--- src/design/apts_cordic_step.sv ---
module apts_cordic_step #(
  parameter int WIDTH = 32,
  parameter int SHIFT = 0
) (
  input  logic signed [WIDTH-1:0] x,
  input  logic signed [WIDTH-1:0] y,
  input  logic                    ccw,
  output logic signed [WIDTH-1:0] x_next,
  output logic signed [WIDTH-1:0] y_next
);

  logic signed [WIDTH-1:0] xs;
  logic signed [WIDTH-1:0] ys;

  // Arithmetic shifts round toward minus infinity.
  assign xs = x >>> SHIFT;
  assign ys = y >>> SHIFT;

  // One micro-rotation, counterclockwise or clockwise.
  assign x_next = ccw ? x - ys : x + ys;
  assign y_next = ccw ? y + xs : y - xs;

endmodule
--- config.mk ---
export PLATFORM = sky130hd
export DESIGN_NAME = apts_cordic_step
export DESIGN_NICKNAME = d
export VERILOG_FILES = /design/src/design/apts_cordic_step.sv
export SDC_FILE = /design/constraint.sdc
export NUM_CORES = 1
export LEC_CHECK = 0
export BUFFER_PORTS_ARGS = -buffer_cell sky130_fd_sc_hd__buf_2
export CORE_AREA = 2 2 86 121
export DETAILED_ROUTE_END_ITERATION = 7
export DIE_AREA = 0 0 88 123
export PLACE_DENSITY_LB_ADDON = 0.12
export SETUP_SLACK_MARGIN = 0.2
export SYNTH_ARGS = -nofsm -noshare
export SYNTH_HDL_FRONTEND = slang
export SYNTH_SLANG_ARGS = --single-unit
--- constraint.sdc ---
create_clock -name vclk -period 8.2
set_clock_uncertainty 0.2 [all_clocks]
set_input_delay 0.82 -clock vclk [all_inputs]
set_output_delay 0.82 -clock vclk [all_outputs]
set_load 0.02 [all_outputs]
== After elaboration in Yosys (flattened, before gate mapping) ==
Index checks and enable logic that the tools add are counted.

* Add/sub/neg operators: 3
* Mux-type cells: 2

{| class="wikitable"
|+ Operator list
! cell !! number
|-
| $mux 32 || 2
|-
| $sub 32x32->32 || 2
|-
| $add 32x32->32 || 1
|}

* Register bits after elaboration: 0
* Input port bits: 65
* Output and inout bits: 64
* Word-level logic and storage cells: 5

== Longest topological paths before layout ==
* Depth after elaboration: 2
* Mapped depth: 12

== Worst setup path after synthesis ==
No wires, ideal clock.

* Path kind: in2out
* From: input port y[4]
* To: output port x_next[29]
* Arrival time: 3.419 ns
* Setup slack: 3.761 ns
* Cell stages on the path: 11
* Buffers on the path: 1
* Cells stage by stage: inv_1 > ha_1 > buf_6 > inv_4 > a2111oi_4 > a211oi_1 > or3b_4 > a311o_1 > a2111oi_4 > o32ai_1 > xnor2_1

* Cells in the longest elaborated chain, start to end: 2
* Elaborated cells between the ends (all ways): 3
* Classes of those cells: add/sub (2); mux (1)

{| class="wikitable"
|+ Ends and longest elaborated chain
! what !! line !! text
|-
| from (decl) || 6 || <nowiki>input logic signed [WIDTH-1:0] y,</nowiki>
|-
| $add 32x32->32 or $sub 32x32->32 (tied branches) || 20 || <nowiki>assign x_next = ccw ? x - ys : x + ys;</nowiki>
|-
| $mux 32 (*) || 20 ||
|-
| to (decl) || 8 || <nowiki>output logic signed [WIDTH-1:0] x_next,</nowiki>
|}

Every way passes the cells marked *; elsewhere a longest branch is shown, timed or not.

== Final worst setup path ==
* From: input port y[0]
* To: output port y_next[28]

* Cells in the longest elaborated chain, start to end: 2
* Elaborated cells between the ends (all ways): 3
* Classes of those cells: add/sub (2); mux (1)

{| class="wikitable"
|+ Ends and longest elaborated chain
! what !! line !! text
|-
| $sub 32x32->32 or $add 32x32->32 (tied branches) || 21 || <nowiki>assign y_next = ccw ? y + xs : y - xs;</nowiki>
|-
| $mux 32 (*) || 21 ||
|-
| to (decl) || 9 || <nowiki>output logic signed [WIDTH-1:0] y_next</nowiki>
|}

Marks and branches as above.

==> results_dict.tcl <==
set metrics [dict create \
    p_leak_nw 3.109 \
    seq_cells 0 \
    vias_per_cell 6.256 \
    yosysTopAreaCellShare_pct 22.15 \
    synth.area.top_cells "ha_1 (22%), a21oi_1 (10%), xnor2_1 (8.7%)" \
    start_util_pct 59.15 \
    drtIter0Drc 594 \
    synth_area_um2 5761 \
    nets 1135 \
    crit_end "y_next[28]" \
    crit_path_end_kind "output port" \
    first_pass_iters 6 \
    post_cts_resized 0 \
    finalPower_w 0.0006409 \
    status "finished, final reports clean" \
    ctsHoldBuffers 0 \
    synth_cells 877 \
    antenna_found_initial 0 \
    synth_nets 1046 \
    hold_ws_ns 1.847 \
    critical-path-top-delay-family "compound AO/OA/AOI/OAI gates" \
    grt_pass1_wl_um 30570 \
    critPathMaxStageDelay_ns 0.70 \
    cp.arrival_ns 4.19 \
    diodes 0 \
    fin_ws_ns 2.995 \
    max_slew.worst_pin.slew_ns 1.106 \
    drv_slew 0 \
    grt_pass1_vias 6187 \
    dieArea_um2 10820 \
    cp_max_fo 4 \
    worstSetupPathType "primary input to output port" \
    vias 6875 \
    layout.cells.non_filler 1099 \
    place_congestion 1.015 \
    crit_required_ns 7.18 \
    clock.fmax_mhz 192.1 \
    synth.yosys.seq_area_share_pct 0 \
    worst-path-stages 13 \
    power_density_nw_per_um2 99.96 \
    wl_per_cell_um 17.83 \
    ioPinCount 129 \
    hold_path.class "primary input to output port" \
    ant_nets 0 \
    crit_chain "buf_2 > inv_1 > ha_1 > fa_1 > nand3b_1 > a211oi_1 > o211ai_1 > a2111oi_0 > o41ai_1 > a21boi_0 > o21ai_0 > xnor2_1 > buf_2" \
    ir_drop_uv 73.39 \
    io_buffer_count 129 \
    die_w_um 88 \
    drive_above_1_share_pct 15.66 \
    dpl.cell_count 1099 \
    drv_cap 0 \
    setup_viol 0 \
    syn2layout_area_growth_pct 11.29 \
    layout_common_cells "buf_2 (129), a21oi_1 (115), ha_1 (102)" \
    startpoint "y[0]" \
    rsz0062_at_grt "no" \
    post_cts_buffers 0 \
    maxSlewHeadroom_pct 25.30 \
    rows 43 \
    synth_top_cell_by_area "ha_1" \
    core-area_um2 9738 \
    critical_path.slowest_cell "a2111oi_0" \
    layout_commonest_cell "buf_2" \
    hold_violations 0 \
    wirelength_um 19600 \
    ys_types 68 \
    grt_max_degree 64 \
    fin_crit_ns 5.205 \
    setup_tns_ns 0 \
    grt_util_all_layers_pct 34.64 \
    dp_hpwl_um 15950 \
    startpoint_type "primary input" \
    fin_crit_sh_pct 63.48 \
    yosys_warnings 0 \
    synth.avg_cell_area_um2 6.568 \
    remaining_drc_errors 0 \
    overflow 0 \
    critPathMostFrequentCell "buf_2" \
    place_ws_ns 3.172 \
    final-seq-area_um2 0 \
    nClkBuffers 0 \
    path_buf_inv 3 \
    die_h_um 123 \
]
==> cell type report <==
cell class / count / area (um2)
inverter: 100 / 377.9
multi-input combinational: 733 / 5204
timing repair buffer: 131 / 660.6
fill: 992 / 3327
tap: 135 / 168.9
==> through the flow <==
step	util [%]	area, um2
6_report	65.84	6411
5_1_grt	65.84	6411
4_1_cts	65.84	6411
3_5_place_dp	65.84	6411
3_3_place_gp	65.84	6411
2_1_floorplan	-	5761
==> worst min path at each step <==
stage               from   endpoint  slack, ns  cells past startpoint
CTS                 x[0]  x_next[0]       1.85                      4
global route        x[0]  x_next[0]       1.89                      4
finish              x[0]  x_next[0]       1.85                      4
floorplan           x[0]  x_next[0]       1.63                      2
global placement    x[0]  x_next[0]       1.85                      4
detailed placement  x[0]  x_next[0]       1.85                      4
==> synthesized netlist by cell type, drive strengths merged (16+ instances only) <==
master	count
ha	102
clkbuf	32
a21oi	116
o211ai	16
nor2	85
o21ai	44
xnor2	57
o21bai	21
inv	99
nor3	17
nand2	56
nand3	20
a21o	19
==> metal layers <==
layer / track usage (%) / part of all wire, % / vias to the layer above
li1: - / - / 3304
met1: 43.89 / 40 / 3122
met2: 61.32 / 49 / 379
met3: 1.535 / 6.4 / 70
met4: 12.79 / 4.5 / 0
met5: 0 / 0 / -
==> tightest hold or removal path, stage by stage <==
cell,delay [ns]
buf_2,0.10
ha_1,0.12
inv_1,0.04
buf_2,0.15
==> power breakdown <==
| group | switching (W) | leakage [nW] | total, W | internal (W) |
|---|---|---|---|---|
| sequential | 0 | 0 | 0 | 0 |
| combinational | 0.000415 | 3.11 | 0.000641 | 0.000226 |
| clock | 0 | 0 | 0 | 0 |
| total | 0.000415 | 3.11 | 0.000641 | 0.000226 |
==> logic make-up (layout without fill, tap and decap cells) <==
logic type      Yosys count  in the layout  share of synthesized area (%)
compound gates          325            325                          37.40
buf+inv                 144            231                          9.666
fa+ha+maj               104            104                          22.85
mux                      14             14                          2.454
simple gates            230            230                          18.51
xor+xnor                 60             60                          9.123
Power figures use the tool's default switching activity.
